File: config.mk
export PLATFORM = sky130hd
export DESIGN_NAME = joystick_frame_differential_drive_top
export DESIGN_NICKNAME = d
export VERILOG_FILES = /design/src/jfdd_pkg.sv /design/src/jfdd_mac.sv /design/src/jfdd_seq.sv /design/src/joystick_frame_differential_drive_top.sv
export SDC_FILE = /design/constraint.sdc
export NUM_CORES = 1
export LEC_CHECK = 0
export ABC_CLOCK_PERIOD_IN_PS = 16000
export BUFFER_PORTS_ARGS = -buffer_cell sky130_fd_sc_hd__buf_2
export CAP_MARGIN = 20
export CORE_MARGIN = 3
export CORE_UTILIZATION = 41
export DETAILED_ROUTE_END_ITERATION = 6
export SETUP_SLACK_MARGIN = 0.02
export SYNTH_ARGS = -nofsm -noshare
export SYNTH_HDL_FRONTEND = slang
export SYNTH_HIERARCHICAL = 1
export SYNTH_SLANG_ARGS = --single-unit
File: constraint.sdc
create_clock -name clk_i -period 16 [get_ports clk_i]
set_input_delay 0.8 -clock clk_i [delete_from_list [all_inputs] [get_ports clk_i]]
set_output_delay 0.8 -clock clk_i [all_outputs]
set_load 0.01 [all_outputs]
File: src/jfdd_pkg.sv
// Package for the joystick frame differential drive block.
// Holds the word types, register indexes, reset values and shared constants.
// No dependencies; jfdd_seq and the top level use it.
package jfdd_pkg;

  localparam int unsigned APB_ADDR_W = 4;
  localparam int unsigned APB_DATA_W = 32;

  localparam logic [1:0] REG_DEADBAND = 2'd0;
  localparam logic [1:0] REG_PERIOD   = 2'd1;
  localparam logic [1:0] REG_CENTRE   = 2'd2;
  localparam logic [1:0] REG_TIMEOUT  = 2'd3;

  localparam logic [6:0]  DEADBAND_RST = 7'd26;
  localparam logic [15:0] PERIOD_RST   = 16'd4200;
  localparam logic [9:0]  CENTRE_RST   = 10'd127;
  localparam logic [15:0] TIMEOUT_RST  = 16'd1000;

  localparam logic [7:0] CHAR_ZERO = 8'h30;
  localparam logic [7:0] CHAR_NINE = 8'h39;

  localparam logic REQ_BYTE = 1'b0;
  localparam logic REQ_TICK = 1'b1;

  typedef struct packed {
    logic       req_type;
    logic [7:0] rx_byte;
  } in_word_t;

  typedef struct packed {
    logic [15:0] left_duty;
    logic [15:0] right_duty;
    logic        left_forward;
    logic        left_reverse;
    logic        right_forward;
    logic        right_reverse;
    logic        was_timeout;
  } out_word_t;

  typedef struct packed {
    logic busy;
    logic done;
  } seq_stat_t;

endpackage

File: src/jfdd_mac.sv
// Shared multiply-add unit of the joystick frame differential drive block.
// Computes a signed operand times an unsigned operand plus a small addend into
// a result register. Depends on nothing.
module jfdd_mac #(
  parameter int unsigned AW = 24,
  parameter int unsigned BW = 16
) (
  input  logic                 clk_i,
  input  logic                 en_i,
  input  logic signed [AW-1:0] a_i,
  input  logic [BW-1:0]        b_i,
  input  logic [3:0]           c_i,
  output logic [AW+BW-1:0]     res_o
);

  localparam int unsigned RW = AW + BW;

  logic signed [RW:0] prod;
  logic signed [RW:0] sum;
  logic [RW-1:0]      res_q;
  logic [RW-1:0]      res_d;

  assign prod  = a_i * $signed({1'b0, b_i});
  assign sum   = prod + $signed({{(RW - 3){1'b0}}, c_i});
  assign res_d = sum[RW-1:0];
  assign res_o = res_q;

  always_ff @(posedge clk_i) begin
    if (en_i) begin
      res_q <= res_d;
    end
  end

endmodule

File: src/jfdd_seq.sv
// Sequencer of the joystick frame differential drive block.
// Parses one stored frame, mixes and scales it on the shared unit jfdd_mac.
// Depends on jfdd_pkg and jfdd_mac.
module jfdd_seq #(
  parameter int unsigned FRAME_LEN = 6
) (
  input  logic                         clk_i,
  input  logic                         rst_ni,
  input  logic                         start_i,
  input  logic                         slot_free_i,
  input  logic [6:0]                   deadband_i,
  input  logic [15:0]                  period_i,
  input  logic [9:0]                   centre_i,
  output logic [$clog2(FRAME_LEN)-1:0] rd_idx_o,
  input  logic [7:0]                   rd_byte_i,
  output jfdd_pkg::seq_stat_t          stat_o,
  output jfdd_pkg::out_word_t          word_o
);

  localparam int unsigned IDX_W  = $clog2(FRAME_LEN);
  localparam int unsigned HALF   = FRAME_LEN / 2;
  localparam int unsigned DIG    = FRAME_LEN - HALF;
  localparam int unsigned NUM_W  = $clog2(10 ** DIG);
  localparam int unsigned XM_W   = (NUM_W > 10) ? NUM_W : 10;
  localparam int unsigned X_W    = XM_W + 1;
  localparam int unsigned T_W    = X_W + XM_W;
  localparam int unsigned Q_W    = T_W - 7;
  localparam int unsigned MIX_W  = ((X_W + 1 > Q_W) ? X_W + 1 : Q_W) + 1;
  localparam int unsigned AW     = MIX_W + 1;
  localparam int unsigned BW     = (XM_W > 16) ? XM_W : 16;
  localparam int unsigned RW     = AW + BW;

  typedef enum logic [3:0] {
    S_IDLE, S_PARSE_X, S_SAVE_X, S_PARSE_Y, S_SAVE_Y,
    S_MUL_Q, S_MIX, S_DUTY_L, S_DUTY_R, S_FIN
  } state_e;

  state_e                   state_q, state_d;
  logic [IDX_W-1:0]         k_q, k_d;
  logic                     stop_q, stop_d;
  logic signed [X_W-1:0]    x_q, x_d, y_q, y_d;
  logic signed [MIX_W-1:0]  lm_q, lm_d, rm_q, rm_d;
  logic [15:0]              dl_q, dl_d;

  logic                     mac_en;
  logic signed [AW-1:0]     mac_a;
  logic [BW-1:0]            mac_b;
  logic [3:0]               mac_c;
  logic [RW-1:0]            mac_res;

  logic                     is_dig;
  logic [7:0]               dig_byte;
  logic signed [X_W-1:0]    num_val;
  logic [XM_W-1:0]          x_abs;
  logic signed [Q_W-1:0]    q_val;
  logic [MIX_W-1:0]         lm_abs, rm_abs;
  logic [RW-8:0]            scaled;
  logic [15:0]              duty_sat;
  logic signed [MIX_W-1:0]  db_pos, db_neg;

  jfdd_mac #(.AW(AW), .BW(BW)) u_mac (
    .clk_i (clk_i),
    .en_i  (mac_en),
    .a_i   (mac_a),
    .b_i   (mac_b),
    .c_i   (mac_c),
    .res_o (mac_res)
  );

  assign dig_byte = rd_byte_i - jfdd_pkg::CHAR_ZERO;
  assign is_dig   = (rd_byte_i >= jfdd_pkg::CHAR_ZERO) && (rd_byte_i <= jfdd_pkg::CHAR_NINE);
  assign num_val  = $signed({{(X_W - NUM_W){1'b0}}, mac_res[NUM_W-1:0]})
                  - $signed({{(X_W - 10){1'b0}}, centre_i});
  assign x_abs    = x_q[X_W-1] ? XM_W'(-x_q) : x_q[XM_W-1:0];
  assign q_val    = $signed(mac_res[T_W-1:7]);
  assign lm_abs   = lm_q[MIX_W-1] ? -lm_q : lm_q;
  assign rm_abs   = rm_q[MIX_W-1] ? -rm_q : rm_q;
  assign scaled   = mac_res[RW-1:7];
  assign duty_sat = (scaled > {{(RW - 23){1'b0}}, period_i}) ? period_i : scaled[15:0];
  assign db_pos   = $signed({{(MIX_W - 7){1'b0}}, deadband_i});
  assign db_neg   = -db_pos;

  always_comb begin
    state_d = state_q;
    k_d     = k_q;
    stop_d  = stop_q;
    x_d     = x_q;
    y_d     = y_q;
    lm_d    = lm_q;
    rm_d    = rm_q;
    dl_d    = dl_q;
    mac_en  = 1'b0;
    mac_a   = '0;
    mac_b   = '0;
    mac_c   = '0;
    unique case (state_q)
      S_IDLE: begin
        if (start_i) begin
          mac_en  = 1'b1;
          k_d     = '0;
          stop_d  = 1'b0;
          state_d = S_PARSE_X;
        end
      end
      S_PARSE_X, S_PARSE_Y: begin
        if (is_dig && !stop_q) begin
          mac_en = 1'b1;
          mac_a  = $signed({{(AW - NUM_W){1'b0}}, mac_res[NUM_W-1:0]});
          mac_b  = BW'(10);
          mac_c  = dig_byte[3:0];
        end else begin
          stop_d = 1'b1;
        end
        k_d = k_q + 1'b1;
        if (state_q == S_PARSE_X && k_q == IDX_W'(HALF - 1)) begin
          state_d = S_SAVE_X;
        end else if (state_q == S_PARSE_Y && k_q == IDX_W'(FRAME_LEN - 1)) begin
          state_d = S_SAVE_Y;
        end
      end
      S_SAVE_X: begin
        mac_en  = 1'b1;
        stop_d  = 1'b0;
        x_d     = num_val;
        state_d = S_PARSE_Y;
      end
      S_SAVE_Y: begin
        y_d     = num_val;
        state_d = S_MUL_Q;
      end
      S_MUL_Q: begin
        mac_en  = 1'b1;
        mac_a   = $signed({{(AW - X_W){y_q[X_W-1]}}, y_q});
        mac_b   = {{(BW - XM_W){1'b0}}, x_abs};
        state_d = S_MIX;
      end
      S_MIX: begin
        lm_d = $signed({{(MIX_W - X_W){x_q[X_W-1]}}, x_q})
             + $signed({{(MIX_W - X_W){y_q[X_W-1]}}, y_q})
             - $signed({{(MIX_W - Q_W){q_val[Q_W-1]}}, q_val});
        rm_d = $signed({{(MIX_W - X_W){x_q[X_W-1]}}, x_q})
             - $signed({{(MIX_W - X_W){y_q[X_W-1]}}, y_q})
             + $signed({{(MIX_W - Q_W){q_val[Q_W-1]}}, q_val});
        state_d = S_DUTY_L;
      end
      S_DUTY_L: begin
        mac_en  = 1'b1;
        mac_a   = $signed({1'b0, lm_abs});
        mac_b   = {{(BW - 16){1'b0}}, period_i};
        state_d = S_DUTY_R;
      end
      S_DUTY_R: begin
        mac_en  = 1'b1;
        mac_a   = $signed({1'b0, rm_abs});
        mac_b   = {{(BW - 16){1'b0}}, period_i};
        dl_d    = duty_sat;
        state_d = S_FIN;
      end
      S_FIN: begin
        if (slot_free_i) begin
          state_d = S_IDLE;
        end
      end
      default: state_d = S_IDLE;
    endcase
  end

  always_ff @(posedge clk_i or negedge rst_ni) begin
    if (!rst_ni) begin
      state_q <= S_IDLE;
      k_q     <= '0;
      stop_q  <= 1'b0;
      x_q     <= '0;
      y_q     <= '0;
      lm_q    <= '0;
      rm_q    <= '0;
      dl_q    <= '0;
    end else begin
      state_q <= state_d;
      k_q     <= k_d;
      stop_q  <= stop_d;
      x_q     <= x_d;
      y_q     <= y_d;
      lm_q    <= lm_d;
      rm_q    <= rm_d;
      dl_q    <= dl_d;
    end
  end

  assign rd_idx_o    = k_q;
  assign stat_o.busy = (state_q != S_IDLE);
  assign stat_o.done = (state_q == S_FIN) && slot_free_i;

  assign word_o.left_duty     = dl_q;
  assign word_o.right_duty    = duty_sat;
  assign word_o.left_forward  = (lm_q > db_pos);
  assign word_o.left_reverse  = (lm_q < db_neg);
  assign word_o.right_forward = (rm_q > db_pos);
  assign word_o.right_reverse = (rm_q < db_neg);
  assign word_o.was_timeout   = 1'b0;

endmodule

File: src/joystick_frame_differential_drive_top.sv
// Top level of the joystick frame differential drive block.
// Holds the register port, frame store, watchdog and output register.
// Depends on jfdd_pkg and jfdd_seq.

// The byte that completes a frame starts the sequencer, which keeps the input
// stalled while it parses and scales the frame and until the finished word can
// enter the output register; one shared multiply-add unit parses one digit per
// cycle and then forms the steering product and both duties. A timer tick is
// stalled while the output register is full and held. A word can wait at the
// output while the next byte is accepted.
module joystick_frame_differential_drive_top #(
  parameter int unsigned FRAME_LEN = 6
) (
  input  logic                                clk_i,
  input  logic                                rst_ni,
  input  logic                                in_valid_i,
  output logic                                in_stall_o,
  input  jfdd_pkg::in_word_t                  in_word_i,
  output logic                                out_valid_o,
  input  logic                                out_stall_i,
  output jfdd_pkg::out_word_t                 out_word_o,
  input  logic                                psel,
  input  logic                                penable,
  input  logic                                pwrite,
  input  logic [jfdd_pkg::APB_ADDR_W-1:0]     paddr,
  input  logic [jfdd_pkg::APB_DATA_W-1:0]     pwdata,
  output logic [jfdd_pkg::APB_DATA_W-1:0]     prdata,
  output logic                                pready
);

  localparam int unsigned IDX_W = $clog2(FRAME_LEN);

  logic [6:0]          deadband_q;
  logic [15:0]         pwm_period_q;
  logic [9:0]          centre_q;
  logic [15:0]         timeout_q;

  logic [7:0]          store_q [FRAME_LEN];
  logic [IDX_W-1:0]    byte_idx_q, byte_idx_d;
  logic [15:0]         idle_ticks_q, idle_ticks_d;
  logic                out_valid_q, out_valid_d;
  jfdd_pkg::out_word_t out_word_q, out_word_d;

  logic                in_acc, out_acc, cfg_wr;
  logic                is_tick, is_byte, frame_done, wd_fire;
  logic [15:0]         idle_inc;
  logic                slot_free;
  logic [IDX_W-1:0]    rd_idx;
  jfdd_pkg::seq_stat_t seq_stat;
  jfdd_pkg::out_word_t seq_word;
  jfdd_pkg::out_word_t stop_word;

  assign pready  = 1'b1;
  assign cfg_wr  = psel && penable && pwrite && pready;

  always_comb begin
    unique case (paddr[3:2])
      jfdd_pkg::REG_DEADBAND: prdata = {25'd0, deadband_q};
      jfdd_pkg::REG_PERIOD:   prdata = {16'd0, pwm_period_q};
      jfdd_pkg::REG_CENTRE:   prdata = {22'd0, centre_q};
      jfdd_pkg::REG_TIMEOUT:  prdata = {16'd0, timeout_q};
      default:                prdata = '0;
    endcase
  end

  always_ff @(posedge clk_i or negedge rst_ni) begin
    if (!rst_ni) begin
      deadband_q   <= jfdd_pkg::DEADBAND_RST;
      pwm_period_q <= jfdd_pkg::PERIOD_RST;
      centre_q     <= jfdd_pkg::CENTRE_RST;
      timeout_q    <= jfdd_pkg::TIMEOUT_RST;
    end else if (cfg_wr) begin
      unique case (paddr[3:2])
        jfdd_pkg::REG_DEADBAND: deadband_q   <= pwdata[6:0];
        jfdd_pkg::REG_PERIOD:   pwm_period_q <= pwdata[15:0];
        jfdd_pkg::REG_CENTRE:   centre_q     <= pwdata[9:0];
        jfdd_pkg::REG_TIMEOUT:  timeout_q    <= pwdata[15:0];
        default: ;
      endcase
    end
  end

  assign slot_free  = !out_valid_q || !out_stall_i;
  assign is_tick    = (in_word_i.req_type == jfdd_pkg::REQ_TICK);
  assign is_byte    = (in_word_i.req_type == jfdd_pkg::REQ_BYTE);
  assign in_stall_o = seq_stat.busy || (out_valid_q && out_stall_i && is_tick);
  assign in_acc     = in_valid_i && !in_stall_o;
  assign out_acc    = out_valid_q && !out_stall_i;

  assign idle_inc   = idle_ticks_q + 16'd1;
  assign wd_fire    = in_acc && is_tick && ((idle_inc >= timeout_q) || (idle_inc == 16'd0));
  assign frame_done = in_acc && is_byte && (byte_idx_q == IDX_W'(FRAME_LEN - 1));

  assign stop_word = '{left_duty: 16'd0, right_duty: 16'd0, left_forward: 1'b0,
                       left_reverse: 1'b0, right_forward: 1'b0, right_reverse: 1'b0,
                       was_timeout: 1'b1};

  always_comb begin
    byte_idx_d   = byte_idx_q;
    idle_ticks_d = idle_ticks_q;
    out_valid_d  = out_valid_q;
    out_word_d   = out_word_q;
    if (out_acc) begin
      out_valid_d = 1'b0;
    end
    if (in_acc && is_tick) begin
      idle_ticks_d = idle_inc;
      if (wd_fire) begin
        idle_ticks_d = '0;
        byte_idx_d   = '0;
        out_valid_d  = 1'b1;
        out_word_d   = stop_word;
      end
    end else if (in_acc && is_byte) begin
      byte_idx_d = byte_idx_q + 1'b1;
      if (frame_done) begin
        byte_idx_d   = '0;
        idle_ticks_d = '0;
      end
    end
    if (seq_stat.done) begin
      out_valid_d = 1'b1;
      out_word_d  = seq_word;
    end
  end

  always_ff @(posedge clk_i or negedge rst_ni) begin
    if (!rst_ni) begin
      byte_idx_q   <= '0;
      idle_ticks_q <= '0;
      out_valid_q  <= 1'b0;
    end else begin
      byte_idx_q   <= byte_idx_d;
      idle_ticks_q <= idle_ticks_d;
      out_valid_q  <= out_valid_d;
    end
  end

  always_ff @(posedge clk_i) begin
    out_word_q <= out_word_d;
    if (in_acc && is_byte) begin
      store_q[byte_idx_q] <= in_word_i.rx_byte;
    end
  end

  jfdd_seq #(.FRAME_LEN(FRAME_LEN)) u_seq (
    .clk_i       (clk_i),
    .rst_ni      (rst_ni),
    .start_i     (frame_done),
    .slot_free_i (slot_free),
    .deadband_i  (deadband_q),
    .period_i    (pwm_period_q),
    .centre_i    (centre_q),
    .rd_idx_o    (rd_idx),
    .rd_byte_i   (store_q[rd_idx]),
    .stat_o      (seq_stat),
    .word_o      (seq_word)
  );

  assign out_valid_o = out_valid_q;
  assign out_word_o  = out_word_q;

  a_duty_in_range: assert property (@(posedge clk_i) disable iff (!rst_ni)
    out_valid_o && !out_word_o.was_timeout |->
      out_word_o.left_duty <= pwm_period_q && out_word_o.right_duty <= pwm_period_q)
    else $error("Frame word carries a duty above the period.");

  a_stop_word_quiet: assert property (@(posedge clk_i) disable iff (!rst_ni)
    out_valid_o && out_word_o.was_timeout |->
      out_word_o.left_duty == 16'd0 && out_word_o.right_duty == 16'd0 &&
      !out_word_o.left_forward && !out_word_o.left_reverse &&
      !out_word_o.right_forward && !out_word_o.right_reverse)
    else $error("Watchdog stop word drives a motor.");

  a_direction_exclusive: assert property (@(posedge clk_i) disable iff (!rst_ni)
    out_valid_o |-> !(out_word_o.left_forward && out_word_o.left_reverse) &&
                    !(out_word_o.right_forward && out_word_o.right_reverse))
    else $error("Forward and reverse are set together.");

  a_frame_clears_state: assert property (@(posedge clk_i) disable iff (!rst_ni)
    $rose(seq_stat.busy) |-> byte_idx_q == '0 && idle_ticks_q == 16'd0)
    else $error("Byte count or watchdog not cleared when a frame started.");

endmodule

# Word level (Yosys, flattened, before mapping)
# Memory sizes are Yosys's and may differ from the RTL's.
# Cells that the tools add are included.
# word_totals
ff_bits	214
ram_bits	48
out_inout_bits	72
memories	1
# mem_list
memory	depth	word_bits	rd	rd_clocked_by_memory_dff	wr	line_no	text
store_q	6	8	1	0	1	joystick_frame_differential_drive_top.sv:38	logic [7:0] store_q [FRAME_LEN];
# op_classes
add_sub_neg	14
mul	1
order_cmp	8
eq_ne	20
mux	41
n_bitwise	1
reduce_logical	46
# ops
operator	n
$pmux 32 s4	1
$mux 37	3
$mux 16	5
$pmux 16 s4	1
$pmux 16 s3	1
$pmux 4 s9	1
$add 32x5->32	1
$mul 16x17->32	1
$gt 15x8->1	2
$lt 15x15->1	2
$mux 15	2
$neg 15->15	2
$mux 4	7
$gt 25x16->1	1
$mux 10	2
$reduce_and 2->1	9
$add 16x1->16 const B	1
$eq 4x3->1 const B	4
$ge 16x16->1	1
$logic_not 16->1	1
$add 12x14->15	1
$logic_and 1x1->1	15
$mux 3	5
$neg 7->15	1
33 further kinds	61

# Longest topological paths before layout
# Gate-level depths: netlist of run 1.
# logic_depth
depth_word	10
mapped_depth	34
depth_no_buf	30

# Cells and area by module
# The synthesis of run 1 kept the hierarchy.
# modules_own_cells
mod	n_inst	cells_per_inst	area_per_inst_um2	seq_area_each_um2
jfdd_mac	1	1071	9923.3	960.9
jfdd_seq	1	977	8227.9	1876.8
joystick_frame_differential_drive_top	1	555	7453.4	4304.1

# Worst setup path before layout of run 1
# OpenSTA, ideal clock, no wires.
# synth_path
path_kind	flip-flop to flip-flop
from	reg u_seq.k_q[0] (netlist: u_seq/rd_idx_o[0])
to	reg u_seq.u_mac.res_q[23] (netlist: u_seq/u_mac/res_o[23]) (data pin)
arrival_time_ps	8177
slack_ps	7567
stages_incl_launch_ff	32
n_path_buf	4
cell_sequence	dfrtp_1 > clkbuf_1 > buf_2 > mux4_2 > nor2_1 > a21oi_1 > nor2_1 > nand3_1 > nor3_1 > nand2_1 > nor3_1 > clkbuf_1 > a221o_1 > clkbuf_1 > nand2_1 > fa_1 > fa_1 > fa_1 > inv_1 > fa_1 > fa_1 > inv_1 > fa_1 > inv_1 > ha_1 > a21oi_1 > o21ai_1 > and3_1 > nor3_1 > o31ai_1 > a311o_1 > and3_1
# synth_via
elab_chain_cells	8
elab_cells_between_ends	14
# synth_lines
element	line_no	text
from (decl)	jfdd_seq.sv:39	logic [IDX_W-1:0] k_q, k_d;
from (signal assigned)	jfdd_seq.sv:180	k_q <= k_d;
$mem_v2 6x8 (*)	n/a	
$ge 8x6->1 / $le 8x6->1 (equally long branches)	jfdd_seq.sv:71	assign is_dig = (rd_byte_i >= jfdd_pkg::CHAR_ZERO) && (rd_byte_i <= jfdd_pkg::CHAR_NINE);
$logic_and 1x1->1 (*)	jfdd_seq.sv:71	
$logic_and 1x1->1 (*)	jfdd_seq.sv:106	if (is_dig && !stop_q) begin
$mux 10 (*)	jfdd_seq.sv:106	
$pmux 16 s4 (*)	jfdd_seq.sv:96	unique case (state_q)
via u_seq.mac_a[2]	jfdd_seq.sv:46	logic signed [AW-1:0] mac_a;
$mul 16x17->32 (*)	jfdd_mac.sv:23	assign prod = a_i * $signed({1'b0, b_i});
$add 32x5->32 (*)	jfdd_mac.sv:24	assign sum = prod + $signed({{(RW - 3){1'b0}}, c_i});
via u_seq.u_mac.sum[23]	jfdd_mac.sv:19	logic signed [RW:0] sum;
to (signal assigned)	jfdd_mac.sv:30	res_q <= res_d;
to (decl)	jfdd_mac.sv:20	logic [RW-1:0] res_q;
# Mark *: on every way through the listed nets, which the timed path passes. The rest lies on a longest branch.
# A chain may end at the register's enable or synchronous reset.

# Worst setup path in the final report of run 1
# layout_path
from	reg u_seq.k_q[0] (netlist: u_seq/rd_idx_o[0])
to	reg u_seq.u_mac.res_q[30] (netlist: u_seq/u_mac/res_o[30]) (data pin)
# layout_via
elab_chain_cells	8
elab_cells_between_ends	14
# layout_lines
element	line_no	text
$mem_v2 6x8 (*)	n/a	
$ge 8x6->1 / $le 8x6->1 (equally long branches)	jfdd_seq.sv:71	
$logic_and 1x1->1 (*)	jfdd_seq.sv:71	
$logic_and 1x1->1 (*)	jfdd_seq.sv:106	
$mux 4 (*)	jfdd_seq.sv:106	
$pmux 16 s3 (*)	jfdd_seq.sv:96	
via u_seq.mac_b[3]	jfdd_seq.sv:47	logic [BW-1:0] mac_b;
$mul 16x17->32 (*)	jfdd_mac.sv:23	
$add 32x5->32 (*)	jfdd_mac.sv:24	
via u_seq.u_mac.sum[30]	jfdd_mac.sv:19	
# Marked as above.

==> impl_summary.md, run 1 <==
Logic synthesis
The post-synthesis area per instance is 9.84 sq um. The number of different library cells used by synthesis comes to 92. The count of warnings emitted by yosys is 6. The synthesized flop and latch total is 261.

The number of synthesized flops with an enable pin is 117. The largest total area in the synthesized netlist belongs to sky130_fd_sc_hd__fa_1. The most frequent cell after synthesis is sky130_fd_sc_hd__inv_1. The instance count of the mapped netlist is 2603.

The top-area cell type share of the netlist area is 17.7%. In the synthesized netlist the async set-or-reset flop fraction comes to 55.2%. Yosys attributes the largest share of cell area to sky130_fd_sc_hd__fa_1 18%, sky130_fd_sc_hd__edfxtp_1 14%, sky130_fd_sc_hd__dfrtp_1 12%.

The synthesized cell area is 25600 sq um. For this run, the register share of the synthesized area comes to 27.9%. In the synthesized netlist the dominant register cell turns out to be sky130_fd_sc_hd__dfrtp_1. The commonest cells after synthesis are 414 x sky130_fd_sc_hd__inv_1, 253 x sky130_fd_sc_hd__nand2_1, 241 x sky130_fd_sc_hd__ha_1.

Timing
The maximum clock frequency is 0.114 GHz. The final hold violation count is 0. For the finished layout, the period the worst path requires is 8750 ps. The final period utilization is 54.7%.

The slew at the pin closest to its max-slew limit is 1120 ps. The accumulated negative setup slack is 0 ps. Setup repair after global routing left no endpoint under its margin. The count of pins over their slew limit came to 0.

The worst clock skew is 30.5 ps. Measured against its own limit, the worst slew margin works out to 25.1%. The total of endpoints with negative setup slack in the final report is 0.

GRT
The first global-routing pass estimated 107000 um of wire. Entering global routing, the biggest net connects 81 pins. The remaining global-route overflow is 0. The initial antenna violation count is 3. The global-route total usage across every layer is 20.4%.

The number of global-route vias before repair is 19300.

Floorplanning
In this run the core area contains 90 standard-cell rows. The die boundary width is 256 um. In this run the vertical extent of the chip is 256 um. The number of top-level pins is 124.

The area of the core is 61000 sq um. The initial core utilization is 42.0%. The floorplan die area is 65500 sq um.

Power
The leakage power of the design is 13.3 nW. Summing internal, switching and leakage power gives 4.35 mW. The peak ir drop on the vdd network is 0.130 mV. Power spread over the standard cell area amounts to 156 nW/um^2.

Drt
The first detailed-routing pass took 5 iterations. The detail route stage leaves a number of antenna-violating nets equal to 0. The detailed-route wire length per cell is 18.8 um. The post-route DRC violation count is 0. The average via count per standard cell is 5.32.

In this run, the number of DRC markers left after iteration 0 of detailed routing was 1305. Summed over all layers, the routed wires come to 66100 um. The detailed router placed 18700 vias in this run.

Place
The HPWL after detailed placement is 51600 um. The count of buffers added on input and output ports is 88. The instance area after placement is 26900 sq um. Routability-driven placement finished with a final weighted congestion of 0.948.

Critical path
The critical path class is register to register. The worst register-to-register path has a depth of 26. The worst path required time is 16330 ps. STA classifies the critical path endpoint as a register.

In this run the critical register-to-register path is launched from u_seq/rd_idx_o[0]$_DFFE_PN0P_. The worst flop-to-flop path endpoint is u_seq/u_mac/res_o[30]$_DFFE_PP_. The slowest stage of the critical path belongs to the cell sky130_fd_sc_hd__a221o_1. The register-to-register path setup slack is 7250 ps. In this run the worst path has a maximum fanout of 16. In this design, the critical path's most frequently occurring cell is sky130_fd_sc_hd__fa_1.

For the worst setup path, the data arrival time is 9080 ps. The delay of the slowest cell on the worst path is 710 ps. STA classifies the critical path startpoint as a register.

Hold path
In this run the worst hold path is classified as primary input to asynchronous set/reset pin.

Layout
The post-synthesis to final-layout area growth is 9.08%. At the end of the flow, the number of nets in the layout was 3174. The post-route netlist has 12.0% of its cells at a drive strength greater than 1. The utilization after layout is 45.8%. Summing all non-filler instances in the final layout gives an area of 27900 sq um. After filler insertion, the fill cell instance count of the layout stands at 5827.

Clocking
Clock-pin slew was measured on the worst setup and hold paths at 60 ps. The TritonCTS clock tree is done. The root buffer cell is sky130_fd_sc_hd__clkbuf_16. The tree built by TritonCTS fans out to 261 sinks.

The clock latency of the later-clocked register in the worst-skew pair is 590 ps. The H-tree level count is 1. The quantity of gates resized following cts is 0.

The number of buffers created by CTS is 29. The number of buffers on the longest clock path is 3. In this run, post-CTS hold repair placed 0 buffers.

Post-CTS timing repair inserted 0 buffers for setup.

Job
The number of maximum-capacitance constraint violations is 0.

Outcome
The flow ran to the end, and the final reports show no timing, DRC or antenna violations.
## cell type report
type	instances	area, sq um	area share, %
Antenna cell	4	10.0	0.0358
Clock buffer	42	805	2.88
Sequential cell	261	7140	25.6
Clock inverter	12	213	0.762
Timing Repair Buffer	121	698	2.50
Inverter	415	1560	5.58
Multi-Input combinational cell	1826	16500	59.0
Tap cell	828	1040	3.71
## report_power, final
group          switching (mW)  leakage [nW]  total, mW  internal (mW)
Clock                   0.284         0.488      0.716          0.432
Sequential              0.263          2.86       1.17          0.908
Combinational            1.49          9.95       2.46          0.976
Total                    2.03          13.3       4.35           2.32
## metrics by stage
stage	cells	setup WS, ps	hold WS, ps
after floorplan	2618	7570	450
after global placement	3448	7360	466
after detailed placement	3450	7320	477
after CTS	3504	7290	283
after global routing	3505	6780	312
final	3509	7250	262
## per-layer routing
metal	up-vias	part of all wire [%]	wire length [um]	global-route usage (%)
met1	9328	46	30400	28.7
met2	462	46	30600	33.4
met3	92	5.0	3330	2.50
met4	0	2.6	1750	5.23
met5	-	0	0	0
li1	8771	-	-	-
## worst max path at each step
stage | start | end | cells after the start
after CTS | u_seq/rd_idx_o[0]$_DFFE_PN0P_ | u_seq/u_mac/res_o[30]$_DFFE_PP_ | 26
final | u_seq/rd_idx_o[0]$_DFFE_PN0P_ | u_seq/u_mac/res_o[30]$_DFFE_PP_ | 26
after global placement | u_seq/rd_idx_o[0]$_DFFE_PN0P_ | u_seq/u_mac/res_o[29]$_DFFE_PP_ | 26
after global routing | u_seq/rd_idx_o[0]$_DFFE_PN0P_ | u_seq/u_mac/res_o[30]$_DFFE_PP_ | 26
after floorplan | u_seq/rd_idx_o[0]$_DFFE_PN0P_ | u_seq/u_mac/res_o[23]$_DFFE_PP_ | 31
after detailed placement | u_seq/rd_idx_o[0]$_DFFE_PN0P_ | u_seq/u_mac/res_o[30]$_DFFE_PP_ | 26
## worst max-delay path: cells and delay by family (launching register included)
| family | cells | cell delay, ps |
|---|---|---|
| AO/OA/AOI/OAI | 9 | 2280 |
| XOR/XNOR | 1 | 150 |
| adder cells (fa/ha/maj) | 7 | 3520 |
| buffers and inverters | 4 | 690 |
| flip-flops | 1 | 690 |
| multiplexers | 1 | 520 |
| AND/OR/NAND/NOR | 4 | 610 |
## layout by cell type (no fill, tap or decap), types with 36 or more instances in the layout
master / netlist / final
sky130_fd_sc_hd__buf_2: 5 / 87
sky130_fd_sc_hd__a21o_1: 36 / 36
sky130_fd_sc_hd__ha_1: 241 / 241
sky130_fd_sc_hd__dfrtp_1: 124 / 124
sky130_fd_sc_hd__xnor2_1: 59 / 59
sky130_fd_sc_hd__nand2_1: 253 / 253
sky130_fd_sc_hd__a21oi_1: 98 / 94
sky130_fd_sc_hd__inv_1: 414 / 414
sky130_fd_sc_hd__fa_1: 227 / 227
sky130_fd_sc_hd__o21ai_0: 107 / 105
sky130_fd_sc_hd__nor2_1: 71 / 70
sky130_fd_sc_hd__edfxtp_1: 117 / 117
sky130_fd_sc_hd__and2_1: 161 / 161
sky130_fd_sc_hd__nand3_1: 38 / 38
sky130_fd_sc_hd__mux2_2: 76 / 76
sky130_fd_sc_hd__xor2_1: 42 / 42
## registers in the layout (all words and copies together), names as in the netlist
name,cells
byte_idx_q,3
centre_q,10
deadband_q,7
idle_ticks_q,16
out_valid_o,1
out_word_o,37
pwm_period_q,16
store_q,48
timeout_q,16
u_seq/dl_q,16
u_seq/lm_q,15
u_seq/rd_idx_o,3
u_seq/rm_q,14
u_seq/state_q,4
u_seq/stop_q,1
u_seq/u_mac/res_o,32
u_seq/x_q,11
u_seq/y_q,11
## logic make-up (layout without fill, tap and decap cells)
group	count (synthesis)	count (layout)	share of synthesized area [%]
and+or+nand+nor	699	699	14.1
buffers and inverters	531	590	8.28
adders and majority gates	468	468	29.5
AOI/OAI and AO/OA	419	419	10.8
DFF	261	261	27.9
muxes	121	121	5.84
xor gates and xnor gates	101	101	3.45
other	3	22	0.0440
No activity file was read; power rests on OpenSTA's default activity.
==> run 2: changes to the inputs <==
Settings changed: ABC_CLOCK_PERIOD_IN_PS 16000 to 8100.
Clock period 16 ns to 8.1 ns, I/O delays scaled along.
==> impl_summary.md, run 2 (synthesis results as in run 1) <==
Clocking
Counting every sink on the clock net gives 261. The clock latency of the later-clocked register in the worst-skew pair is 590 ps. Clock tree synthesis inserted a total of 29 buffers. The number of buffers on the longest clock path is 3. After clock tree synthesis, the clock-pin slew on the worst setup and hold paths is 60 ps. TritonCTS built the clock tree. CTS placed an instance of sky130_fd_sc_hd__clkbuf_16 at the clock tree root. The H-tree level count is 1.

Power
The net switching fraction of the power is 46.2%. The switching component of the power is 4.13 mW. Per report_power, the sequential group accounts for 25.3% of the total. IR analysis of the VDD net gives a maximum drop of 0.228 mV. The leakage power of the design is 13.8 nW. The power share of the clock group is 16.2%. Dividing total power by cell area gives a power density of 308 nW/um^2. The internal power of the cells is 4.81 mW. The share of power burned in combinational logic is 58.4%.

Critical path
The critical path class is register to register. The largest delay contributor family on the critical path is adder cells. The delay of the slowest cell on the worst path is 550 ps. In this run the worst path has a maximum fanout of 9. For this design, the slowest cell found on the critical path is sky130_fd_sc_hd__fa_1. At the worst endpoint, the required time is 8430 ps. At the worst endpoint, the arrival time is 8130 ps. The depth of the worst register-to-register path is 32. STA classifies the critical path startpoint as a register. STA classifies the critical path endpoint as a register. The cell repeated most along the worst path is sky130_fd_sc_hd__fa_1.

Counting both buffers and inverters, the worst setup path holds a total of 8. The total number of cells along the worst setup path is 32.

Layout
The area of combinational cells with multiple inputs is 16600 sq um. The flip-flop count of the largest register, all copies and words added is 48. The fraction of final layout cells sized beyond drive strength 1 is 16.1%.

After routing the design area is 29000 sq um. Compared with the post-synthesis result, the final layout area differs by 13.2%. The commonest non-fill, non-tap cell in the layout is sky130_fd_sc_hd__inv_1. Across the whole layout, storage elements account for 7140 sq um.

The number of filler cells placed in the layout is 5721. The layout net count is 3261. store_q holds more flip-flops than any other register.

The final cell count without fillers is 3593. The library cells used most frequently in the layout, excluding fill and tap cells, are 413 x sky130_fd_sc_hd__inv_1, 250 x sky130_fd_sc_hd__nand2_1, 236 x sky130_fd_sc_hd__ha_1, 227 x sky130_fd_sc_hd__fa_1, 161 x sky130_fd_sc_hd__and2_1.

GRT
The initial antenna violation count is 2. Entering global routing, the biggest net connects 79 pins. The first global-routing pass estimated 108000 um of wire. After global routing the overflow that remains totals 0.

For this run, the total global-route usage over all layers was measured as 20.5%. The number of global-route vias before repair is 19500.

Drt
After detailed routing, the met2 layer carries 31500 um of wire. The count of nets left with antenna violations once routing finished came out at 0. After detailed routing, the average wire length per cell comes to 19.0 um.

The routed wire length on met3 is 2770 um. The post-route DRC violation count is 0. After detailed routing, the number of vias per cell comes to 5.32. The iteration-0 DRC count of the detailed router is 1310.

In this run the top signal layer used is met4. The wire length after detailed routing is 68200 um. The routed layout has 19100 vias. The number of detailed-routing iterations run before antenna repair is 6.

In the final routing, the length of wire on met1 measures 31800 um.

Timing
In the finished design, the share of the clock period the worst path needs comes to 96.3%. The count of pins over their slew limit came to 0. The accumulated negative setup slack is 0 ps.

The final hold violation count came to 0. At the pin with the least slew margin, the transition time is 1130 ps. The maximum clock frequency is 0.128 GHz.

The worst hold slack across all endpoints is 76.6 ps. In this run the tightest slew margin relative to its limit is 24.5%. The smallest clock period supported by the final layout is computed as 7800 ps. Setup repair after global routing could not meet its margin everywhere. Setup violations remaining at the end of the flow were counted as 0.

The worst clock skew is 28.7 ps.

Place
The HPWL after detailed placement is 53000 um. The number of cells after detailed placement is 3504. The congestion estimate from routability-driven global placement came to 0.889. After detailed placement, the total cell area comes to 27400 sq um. In this run the tool buffered the top-level ports with 88 buffer cells.

Floorplanning
The floorplan step defined a core boundary enclosing 61000 sq um. For this configuration, the core starts out at a cell density of 42.0%. The die extent in y is 256 um. In this run the core area contains 90 standard-cell rows. The floorplan step defined a die boundary enclosing 65500 sq um. The die boundary width is 256 um. The number of top-level pins is 124.

Job
The tool flagged a number of max-cap violations equal to 0.

Outcome
The run finished with clean final reports.

Hold path
In this run the worst hold path is classified as primary input to register. The hold-critical path depth is 2.
-- run 2: cell types whose count changed in the layout (fill, tap and decap cells not counted), sizes merged, moves of 2 or more --
cell      previous run  this run
buf                121       203
clkbuf              42        38
clkinv               3         7
clkinvlp             2         4
diode                4         1
-- run 2: through the flow --
stage	setup slack, ps	total power, mW	util [%]
after floorplan	65.6	5.71	-
after global placement	183	7.19	44.9
after detailed placement	17.5	7.31	44.9
after CTS	21.6	8.81	46.7
after global routing	-68.3	9.65	47.5
final	296	8.94	47.5
-- run 2: cell type report --
| type | count | share of cell area, % |
|---|---|---|
| Timing Repair Buffer | 208 | 5.43 |
| Clock buffer | 34 | 2.67 |
| Multi-Input combinational cell | 1826 | 57.3 |
| Clock inverter | 20 | 0.980 |
| Sequential cell | 261 | 24.6 |
| Inverter | 415 | 5.37 |
| Antenna cell | 1 | 0.00863 |
| Tap cell | 828 | 3.57 |
-- run 2: final timing paths --
check | startpoint | endpoint | slack (ps)
setup / recovery | u_seq/rd_idx_o[0]$_DFFE_PN0P_ | u_seq/u_mac/res_o[30]$_DFFE_PP_ | 300
hold / removal | pwdata[10] | pwm_period_q[10]$_DFFE_PN0P_ | 80
setup reg to reg | u_seq/rd_idx_o[0]$_DFFE_PN0P_ | u_seq/u_mac/res_o[30]$_DFFE_PP_ | 300
hold reg to reg | u_seq/dl_q[8]$_DFFE_PN0P_ | u_seq/dl_q[8]$_DFFE_PN0P_ | 500
max in group asynchronous | rst_ni | u_seq/dl_q[12]$_DFFE_PN0P_ | 6260
min in group asynchronous | rst_ni | u_seq/stop_q$_DFFE_PN0P_ | 430
-- run 2: worst reg2reg max path: cells and delay by family, from the launching register on --
family	cells	cell delay [ps]
xor+xnor	1	160
compound gates	8	1390
flops	1	420
mux	1	480
buf+inv	8	860
fa+ha+maj	7	3340
simple gates	7	930
-- run 2: repair_timing --
item | in CTS | in global routing
endpoints found under the setup margin | 0 | 14
buffers inserted | 0 | 26
resized for setup | 0 | 50
hold endpoints to repair | 68 | 0
hold buffers | 1 | 0
-- run 2: power by group through the flow --
| stage | registers, mW | logic (mW) | clock network (mW) |
|---|---|---|---|
| floorplan | 2.08 | 3.64 | 0 |
| global placement | 2.26 | 4.93 | 0 |
| detailed placement | 2.28 | 5.03 | 0 |
| CTS | 2.25 | 5.07 | 1.49 |
| global route | 2.31 | 5.79 | 1.55 |
| finish | 2.27 | 5.22 | 1.45 |
-- run 2: per-layer routing --
metal,vias to the layer above,global-route usage [%]
li1,8945,-
met1,9607,29.2
met2,441,33.4
met3,112,2.02
met4,0,5.84
met5,-,0
